`config.mk`:
```
export PLATFORM = sky130hd
export DESIGN_NAME = scissor_rect_stack
export DESIGN_NICKNAME = d
export VERILOG_FILES = /design/src/rtl/core/srs_pkg.sv /design/src/rtl/core/srs_cell.sv /design/src/rtl/core/srs_clip.sv /design/src/rtl/core/scissor_rect_stack.sv
export SDC_FILE = /design/constraint.sdc
export NUM_CORES = 1
export LEC_CHECK = 0
export ABC_AREA = 1
export BUFFER_PORTS_ARGS = -buffer_cell sky130_fd_sc_hd__buf_2
export CORE_MARGIN = 5
export CORE_UTILIZATION = 50
export DETAILED_ROUTE_END_ITERATION = 12
export PLACE_DENSITY_LB_ADDON = 0.05
export SYNTH_ARGS = -nofsm -noshare
export SYNTH_HDL_FRONTEND = slang
export SYNTH_HIERARCHICAL = 1
export SYNTH_SLANG_ARGS = --single-unit
```
`constraint.sdc`:
```
create_clock -name clk -period 6.1 [get_ports clk]
set_input_delay 0 -clock clk [delete_from_list [all_inputs] [get_ports clk]]
set_output_delay 0 -clock clk [all_outputs]
set_load 0.05 [all_outputs]
```
`src/rtl/core/srs_pkg.sv`:
```
`timescale 1ns / 1ps

package srs_pkg;

    localparam int DEF_STACK_DEPTH = 8;
    localparam int COORD_W         = 16;
    localparam int SY_W            = 18;
    localparam int SH_W            = 15;
    localparam int LEVEL_OUT_W     = 4;

    localparam logic MODE_PUSH = 1'b0;
    localparam logic MODE_POP  = 1'b1;

    typedef struct packed {
        logic signed [COORD_W-1:0] x;
        logic signed [COORD_W-1:0] y;
        logic        [COORD_W-1:0] w;
        logic        [COORD_W-1:0] h;
    } entry_t;

    typedef struct packed {
        logic shift_dn;
        logic shift_up;
        logic load;
    } cell_ctl_t;

endpackage

```
`src/rtl/core/srs_cell.sv`:
```
`timescale 1ns / 1ps

module srs_cell
(
    input  logic              clk,
    input  srs_pkg::cell_ctl_t ctl,
    input  srs_pkg::entry_t   from_prev,
    input  srs_pkg::entry_t   from_next,
    output srs_pkg::entry_t   q
);

    srs_pkg::entry_t entry_reg;
    srs_pkg::entry_t entry_next;

    always_comb
    begin
        entry_next = entry_reg;
        if (ctl.shift_dn || ctl.load)
        begin
            entry_next = from_prev;
        end
        else if (ctl.shift_up)
        begin
            entry_next = from_next;
        end
    end

    always_ff @(posedge clk)
    begin
        entry_reg <= entry_next;
    end

    assign q = entry_reg;

endmodule

```
`src/rtl/core/srs_clip.sv`:
```
`timescale 1ns / 1ps

module srs_clip
(
    input  logic                                rect_valid_top,
    input  srs_pkg::entry_t                     top,
    input  logic signed [srs_pkg::COORD_W-1:0]  rect_x,
    input  logic signed [srs_pkg::COORD_W-1:0]  rect_y,
    input  logic signed [srs_pkg::COORD_W-1:0]  rect_w,
    input  logic signed [srs_pkg::COORD_W-1:0]  rect_h,
    output srs_pkg::entry_t                     clipped
);

    localparam int EW = srs_pkg::COORD_W + 1;
    localparam int DW = srs_pkg::COORD_W + 2;

    logic signed [srs_pkg::COORD_W-1:0] lx;
    logic signed [srs_pkg::COORD_W-1:0] ty;
    logic signed [EW-1:0] r_new;
    logic signed [EW-1:0] b_new;
    logic signed [EW-1:0] r_top;
    logic signed [EW-1:0] b_top;
    logic signed [EW-1:0] r_min;
    logic signed [EW-1:0] b_min;
    logic signed [DW-1:0] dw;
    logic signed [DW-1:0] dh;

    always_comb
    begin
        r_new = EW'(rect_x) + EW'(rect_w);
        b_new = EW'(rect_y) + EW'(rect_h);
        r_top = EW'(top.x) + $signed({1'b0, top.w});
        b_top = EW'(top.y) + $signed({1'b0, top.h});
        lx    = (rect_x < top.x) ? top.x : rect_x;
        ty    = (rect_y < top.y) ? top.y : rect_y;
        r_min = (r_new > r_top) ? r_top : r_new;
        b_min = (b_new > b_top) ? b_top : b_new;
        dw    = DW'(r_min) - DW'(lx);
        dh    = DW'(b_min) - DW'(ty);

        if (rect_valid_top)
        begin
            clipped.x = lx;
            clipped.y = ty;
            clipped.w = (dw < 0) ? '0 : dw[srs_pkg::COORD_W-1:0];
            clipped.h = (dh < 0) ? '0 : dh[srs_pkg::COORD_W-1:0];
        end
        else
        begin
            clipped.x = rect_x;
            clipped.y = rect_y;
            clipped.w = rect_w;
            clipped.h = rect_h;
        end
    end

endmodule

```
`src/rtl/core/scissor_rect_stack.sv`:
```
`timescale 1ns / 1ps
// channel   direction  handshake              payload
// command   in         start, busy            mode, rect_x, rect_y, rect_w, rect_h
// result    out        done (one-cycle word)  scissor_on/x/y/w/h, stack_level
// config    in         cfg_valid, cfg_ready   cfg_data (screen height)
//
// one command per cycle; busy stays low, the top of stack sits in cell zero
// a result follows in the cycle after its command, on done for a single cycle
// a push with non-positive width or height gives no word and changes nothing
// reset clears the level count and the result strobe; stack cells hold junk
// until pushed, the receiver cannot stall the result channel

module scissor_rect_stack
#(
    parameter int STACK_DEPTH = srs_pkg::DEF_STACK_DEPTH
)
(
    input  logic                                   clk,
    input  logic                                   rst_n,
    input  logic                                   start,
    output logic                                   busy,
    input  logic                                   mode,
    input  logic signed [srs_pkg::COORD_W-1:0]     rect_x,
    input  logic signed [srs_pkg::COORD_W-1:0]     rect_y,
    input  logic signed [srs_pkg::COORD_W-1:0]     rect_w,
    input  logic signed [srs_pkg::COORD_W-1:0]     rect_h,
    output logic                                   done,
    output logic                                   scissor_on,
    output logic signed [srs_pkg::COORD_W-1:0]     scissor_x,
    output logic signed [srs_pkg::SY_W-1:0]        scissor_y,
    output logic        [srs_pkg::COORD_W-1:0]     scissor_w,
    output logic        [srs_pkg::COORD_W-1:0]     scissor_h,
    output logic        [srs_pkg::LEVEL_OUT_W-1:0] stack_level,
    input  logic                                   cfg_valid,
    output logic                                   cfg_ready,
    input  logic        [srs_pkg::SH_W-1:0]        cfg_data
);

    localparam int LVL_W = $clog2(STACK_DEPTH + 1);
    localparam logic [LVL_W-1:0] FULL_LVL = LVL_W'(STACK_DEPTH);

    logic [LVL_W-1:0] level_reg;
    logic [LVL_W-1:0] level_next;
    logic [srs_pkg::SH_W-1:0] sh_reg;

    logic                     done_reg;
    logic                     on_reg;
    logic [LVL_W-1:0]         lvl_out_reg;
    srs_pkg::entry_t          res_reg;

    srs_pkg::entry_t          cell_q [STACK_DEPTH];
    srs_pkg::cell_ctl_t       cell_ctl [STACK_DEPTH];
    srs_pkg::entry_t          clipped;
    srs_pkg::entry_t          below;

    logic accept;
    logic do_pop;
    logic do_push;
    logic has_top;
    logic is_full;
    logic signed [srs_pkg::SY_W-1:0] sy;

    assign busy      = 1'b0;
    assign cfg_ready = 1'b1;
    assign accept    = start && !busy;
    assign do_pop    = accept && (mode == srs_pkg::MODE_POP);
    assign do_push   = accept && (mode == srs_pkg::MODE_PUSH) && (rect_w > 0) && (rect_h > 0);
    assign has_top   = (level_reg != '0);
    assign is_full   = (level_reg == FULL_LVL);

    srs_clip u_clip
    (
        .rect_valid_top (has_top),
        .top            (cell_q[0]),
        .rect_x         (rect_x),
        .rect_y         (rect_y),
        .rect_w         (rect_w),
        .rect_h         (rect_h),
        .clipped        (clipped)
    );

    genvar i;
    generate
        for (i = 0; i < STACK_DEPTH; i++)
        begin : g_cell
            srs_pkg::entry_t prev_e;
            srs_pkg::entry_t next_e;

            if (i == 0)
            begin : g_first
                assign prev_e = clipped;
            end
            else
            begin : g_mid
                assign prev_e = cell_q[i-1];
            end

            if (i == STACK_DEPTH - 1)
            begin : g_last
                assign next_e = cell_q[i];
            end
            else
            begin : g_inner
                assign next_e = cell_q[i+1];
            end

            assign cell_ctl[i].shift_dn = do_push && !is_full;
            assign cell_ctl[i].shift_up = do_pop;
            assign cell_ctl[i].load     = (i == 0) ? (do_push && is_full) : 1'b0;

            srs_cell u_cell
            (
                .clk       (clk),
                .ctl       (cell_ctl[i]),
                .from_prev (prev_e),
                .from_next (next_e),
                .q         (cell_q[i])
            );
        end

        if (STACK_DEPTH > 1)
        begin : g_below
            assign below = cell_q[1];
        end
        else
        begin : g_below_one
            assign below = cell_q[0];
        end
    endgenerate

    always_comb
    begin
        level_next = level_reg;
        if (do_pop && has_top)
        begin
            level_next = level_reg - 1'b1;
        end
        else if (do_push && !is_full)
        begin
            level_next = level_reg + 1'b1;
        end
    end

    always_ff @(posedge clk or negedge rst_n)
    begin
        if (!rst_n)
        begin
            level_reg   <= '0;
            sh_reg      <= '0;
            done_reg    <= 1'b0;
            on_reg      <= 1'b0;
            lvl_out_reg <= '0;
        end
        else
        begin
            level_reg <= level_next;
            done_reg  <= do_pop || do_push;
            if (cfg_valid && cfg_ready)
            begin
                sh_reg <= cfg_data;
            end
            if (do_pop || do_push)
            begin
                lvl_out_reg <= level_next;
                on_reg      <= (level_next != '0);
            end
        end
    end

    always_ff @(posedge clk)
    begin
        if (do_push)
        begin
            res_reg <= clipped;
        end
        else if (do_pop)
        begin
            res_reg <= (level_next != '0) ? below : '0;
        end
    end

    assign sy = $signed({3'b000, sh_reg}) - srs_pkg::SY_W'(res_reg.y)
              - $signed({2'b00, res_reg.h});

    assign done        = done_reg;
    assign scissor_on  = on_reg;
    assign scissor_x   = res_reg.x;
    assign scissor_y   = on_reg ? sy : '0;
    assign scissor_w   = res_reg.w;
    assign scissor_h   = res_reg.h;
    assign stack_level = srs_pkg::LEVEL_OUT_W'(lvl_out_reg);

endmodule

```
=== Word level (Yosys, flattened, before mapping) ===
Cells that the tools add are included.

* Order comparisons: 8
* Multiplexer cells: 27
* Bitwise gates (word level): 1
* Add/subtract/negate cells: 10
* Equal/unequal tests: 1
* Reductions and logical operators: 15

{| class="wikitable"
|+ Operator list
! cell !! count
|-
| 64-bit 2-to-1 mux || 18
|-
| 16-bit 2-to-1 mux || 4
|-
| 18-bit by 1-bit < comparator with 1-bit output, second input constant || 2
|-
| 17-bit by 16-bit subtractor with 18-bit output || 2
|-
| 16-bit by 16-bit adder with 17-bit output || 2
|-
| 16-bit by 17-bit adder with 17-bit output || 2
|-
| 17-bit > comparator || 2
|-
| 17-bit 2-to-1 mux || 2
|-
| 16-bit by 1-bit > comparator with 1-bit output, second input constant || 2
|-
| 16-bit < comparator || 2
|-
| 18-bit 2-to-1 mux || 1
|-
| 17-bit by 17-bit subtractor with 18-bit output || 1
|-
| 16-bit by 16-bit subtractor with 17-bit output || 1
|-
| 4-bit 2-to-1 mux || 2
|-
| 4-bit nonzero test || 2
|-
| 1-bit logical AND || 7
|-
| 2-bit nonzero test || 3
|-
| 4-bit by 1-bit adder with 4-bit output, second input constant || 1
|-
| 4-bit == test, second input constant || 1
|-
| 4-bit by 1-bit subtractor with 4-bit output, second input constant || 1
|-
| 1-bit logical OR || 2
|-
| 1-bit logical NOT || 1
|-
| 1-bit NOT || 1
|}

* Input port bits: 84
* Word-level logic and storage cells: 103
* Register bits: 601

=== Depth between registers and ports, before layout ===
* Depth in word-level cells: 11
* Depth in mapped cells: 42

=== Modules after synthesis ===
Netlist, hierarchy kept.

{| class="wikitable"
|+ By module, submodules not included
! module !! cells an instance !! times used !! area an instance (um^2)
|-
| srs_cell || 280 || 8 || 2882.8
|-
| srs_clip || 1381 || 1 || 7858.8
|-
| scissor_rect_stack || 813 || 1 || 6244.7
|}

=== Worst setup path after synthesis ===
No wires, ideal clock.

* Path type: register to register
* From: reg g_cell[0].u_cell.entry_reg, in the netlist g_cell[0].u_cell/q[32]
* To: reg g_cell[0].u_cell.entry_reg, in the netlist g_cell[0].u_cell/q[10] (data pin)
* Buffers on the path: 2
* Data required time: 5842 ps
* Arrival: 5328 ps
* Setup time: 258 ps
* Clock period less this slack: 5586 ps
* Stages on the path, launching flop included: 40
* Setup slack: 514 ps
* Cells stage by stage: edfxtp_1 -> ha_1 -> inv_1 -> fa_1 -> nand3b_1 -> nand2_1 -> nand3_1 -> nand3_2 -> a21boi_0 -> o21ai_0 -> nand2_1 -> nand2_1 -> xor2_1 -> inv_1 -> ha_1 -> nand2_1 -> nor2_1 -> a211oi_1 -> (+4 left out) -> nand2_1 -> nand2_1 -> ha_1 -> a21oi_1 -> o21ai_0 -> nand2_1 -> nand2_1 -> a21oi_1 -> o21ai_1 -> nand3_1 -> nand2_1 -> nand2_1 -> nand2_1 -> nand2_1 -> clkbuf_1 -> o21ai_0 -> o21ai_0 -> nand2_1

{| class="wikitable"
|+ RTL lines
! item !! line !! RTL
|-
| start, declared || srs_cell.sv:12 || <nowiki>srs_pkg::entry_t entry_reg;</nowiki>
|-
| start signal, assigned || srs_cell.sv:30 || <nowiki>entry_reg <= entry_next;</nowiki>
|}

==> metrics.txt <==
Worst Path Buf+Inv 5; Routed Wire Length around 110000 um; asr flop ratio synth 0.0416; Antenna Nets Post-Route 0; crit path kind flip-flop to flip-flop; Main synth FF type edfxtp_1; total global routing overflow 0; TritonRoute pass-1 iters 6; RR Startpoint g_cell[0].u_cell/q[32]; DRC errors left 0; Post-Synthesis Cells between 4000 and 5000; row count 100; count of input and output buffers ~160; vias per inst 5.34; Nets 4833; crit share post-route 0.923; fillers 6956; final worst setup slack 0.467 ns; leak pwr between 15 and 20 nW; fin. max-slew vios 0; Fin Setup TNS 0 ns; sequential area share after synthesis 0.482; sequential share of power 0.327; switching pwr 7.60 mW; ANT cells 0; worst reg2reg setup slack approximately 0.47 ns; Die W between 200 and 300 um; Post-synth EDFFs between 500 and 600; leading cell type in the layout, fill and taps excluded nand2_1; CP Capture Type flip-flop; Reg2Reg Capture Point g_cell[0].u_cell/q[2]; Req. time, crit path ~6.5 ns; Hold Crit Start rect_w[12]; critical path capture point g_cell[0].u_cell/q[2]; Initial Util 0.502; GP Congestion 0.984; PwrDens ~440 nW/um^2; Clock transition at path regs 0.06 ns; Max FO, Critical Path 18; pre-CTS worst setup slack -0.0186 ns; CP most frequent cell nand2_1; WL/cell 19.1 um; Clock Tree Buf Depth 3; FMAX roughly 180 MHz; Avg Cell Area, Syn roughly 8.4 sq um; largest net degree at the start of global routing 210; minimum clock period between 5 and 6 ns; initial antenna violation count 0; Rel. slew slack 0.301; vias in the first global route between 20000 and 30000; first-pass GRT wire length ~160000 um; CTS buffer count between 60 and 70; final setup vio count 0; vias after detailed routing about 30000; clk sink count between 600 and 700; Sequential Area ~18000 sq um; Starting DRT DRC Count 2921; Total Die Area 79900 sq um; I/O pin total about 160; CP arrival between 5 and 6 ns; H-tree depth 3; Final HPWL DP 76300 um; die height around 280 um; WP depth 40; status complete, no violations; Worst-Skew Late Latency between 0.6 and 0.7 ns; crit path from g_cell[0].u_cell/q[32]; Syn-to-layout area delta 11.0%; Crit path largest cell delay roughly 0.4 ns; CTS tree yes; Worst Max-Slew Pin Slew 1.05 ns; crit path max-delay cell type fa_1; Top delay family on crit path simple AND/OR/NAND/NOR gates; Worst Reg-to-Reg Cells 40; Final Hold Fails 0; max reg flops 512; cell area after technology mapping about 37000 sq um; Worst setup SP type flip-flop; layout cell share with drive strength beyond 1 0.0948; synth warn 6; Clock Power Share 0.221; area of the core 74100 sq um; Sw Ratio 0.421; total track usage 0.260; P_int ~10 mW; commonest non-fill, non-tap cells in the layout nand2_1, o21ai_0, edfxtp_1, inv_1, ha_1; Hold Path Class input port to flip-flop; Netlist cell types between 50 and 60; CTS root buffer clkbuf_16; Yosys reg bits ~600; Fin Clk Skew 0.0418 ns; footprint of the multi-input gates 16500 sq um; Max-cap violations 0; Peak VDD IR approximately 240 uV; share of total power in combinational logic 0.452
==> power by group through the flow <==
stage	Combinational [mW]	Clock (mW)	Sequential, mW
after detailed placement	7.71	0	5.97
after floorplan	5.62	0	5.79
final	8.15	3.99	5.90
after CTS	7.80	4.09	5.89
after global routing	9.01	4.28	5.97
after global placement	7.72	0	5.95
==> layer usage <==
| layer | up-vias | GRT usage | share of wire |
|---|---|---|---|
| li1 | 14900 | - | - |
| met1 | 13800 | 0.411 | 0.50 |
| met2 | 943 | 0.369 | 0.41 |
| met3 | 138 | 0.0429 | 0.066 |
| met4 | 0 | 0.0683 | 0.025 |
| met5 | - | 0 | 0 |
==> stage by stage <==
stage,util,hold slack (ns),total power [mW],std cells,area (sq um)
CTS,0.552,0.00522,17.8,5557,40900
finish,0.557,0.0116,18.0,5569,41300
global route,0.557,0.0242,19.3,5569,41300
detailed placement,0.512,0.0527,13.7,5357,38000
global placement,0.512,0.0560,13.7,5357,38000
floorplan,-,-0.296,11.4,4448,37200
==> cell type report <==
type	count	share of cell area
Timing Repair Buffer	297	0.0520
Clock buffer	83	0.0439
Tap cell	969	0.0294
Sequential cell	601	0.434
Clock inverter	40	0.00879
Multi-Input combinational cell	3238	0.401
Inverter	341	0.0312
==> how the worst min path moves through the flow <==
stage          cells after the start       endpoint  slack [ns]
6_report                           5  scissor_w[12]        0.01
5_1_grt                            5  scissor_w[12]        0.02
4_1_cts                            8   level_reg[3]       0.005
3_5_place_dp                       1     sh_reg[10]        0.05
3_3_place_gp                       1     sh_reg[10]        0.06
2_1_floorplan                      0           done       -0.30
==> worst register-to-register path: cells and delay by family, from the launching register on <==
kind                     cells  cell delay, ns
flip-flops                   1            0.38
XOR/XNOR                     1            0.18
buffers and inverters        5            0.65
AND/OR/NAND/NOR             21            1.99
adder cells (fa/ha/maj)      4            1.14
AO/OA/AOI/OAI                9            1.05
==> logic make-up (layout without fill, tap and decap cells) <==
family | after synthesis | count (layout) | share of synthesized area
DFF | 601 | 601 | 0.482
muxes | 15 | 15 | 0.00454
other | 2 | 16 | 0.000202
adders and majority gates | 201 | 201 | 0.0719
xor gates and xnor gates | 73 | 73 | 0.0172
and+or+nand+nor | 2143 | 2143 | 0.231
AOI/OAI and AO/OA | 790 | 790 | 0.110
buffers and inverters | 609 | 761 | 0.0828
==> cell usage after synthesis (30+ instances only) <==
cell type  number  area share
xor2_1         35      0.0082
xnor2_1        38      0.0090
inv_1         338       0.034
edfxtp_1      576        0.47
a21oi_1       130       0.018
o21ai_0       601       0.081
nand3_1       131       0.018
buf_2          73      0.0098
nand2_1      1821        0.18
buf_6          64       0.019
ha_1          180       0.061
buf_4          53       0.011
nor2_1         97      0.0098
clkbuf_1       76      0.0077
nand4_1        30      0.0050
==> timing repair <==
action,CTS,global route
setup buffers,0,12
hold buffers,77,0
endpoints found under the setup margin,2,64
hold endpoints to repair,112,0
pin swaps,0,2
gates resized for setup,2,52
Note: power is estimated with default switching activity, not from simulation.
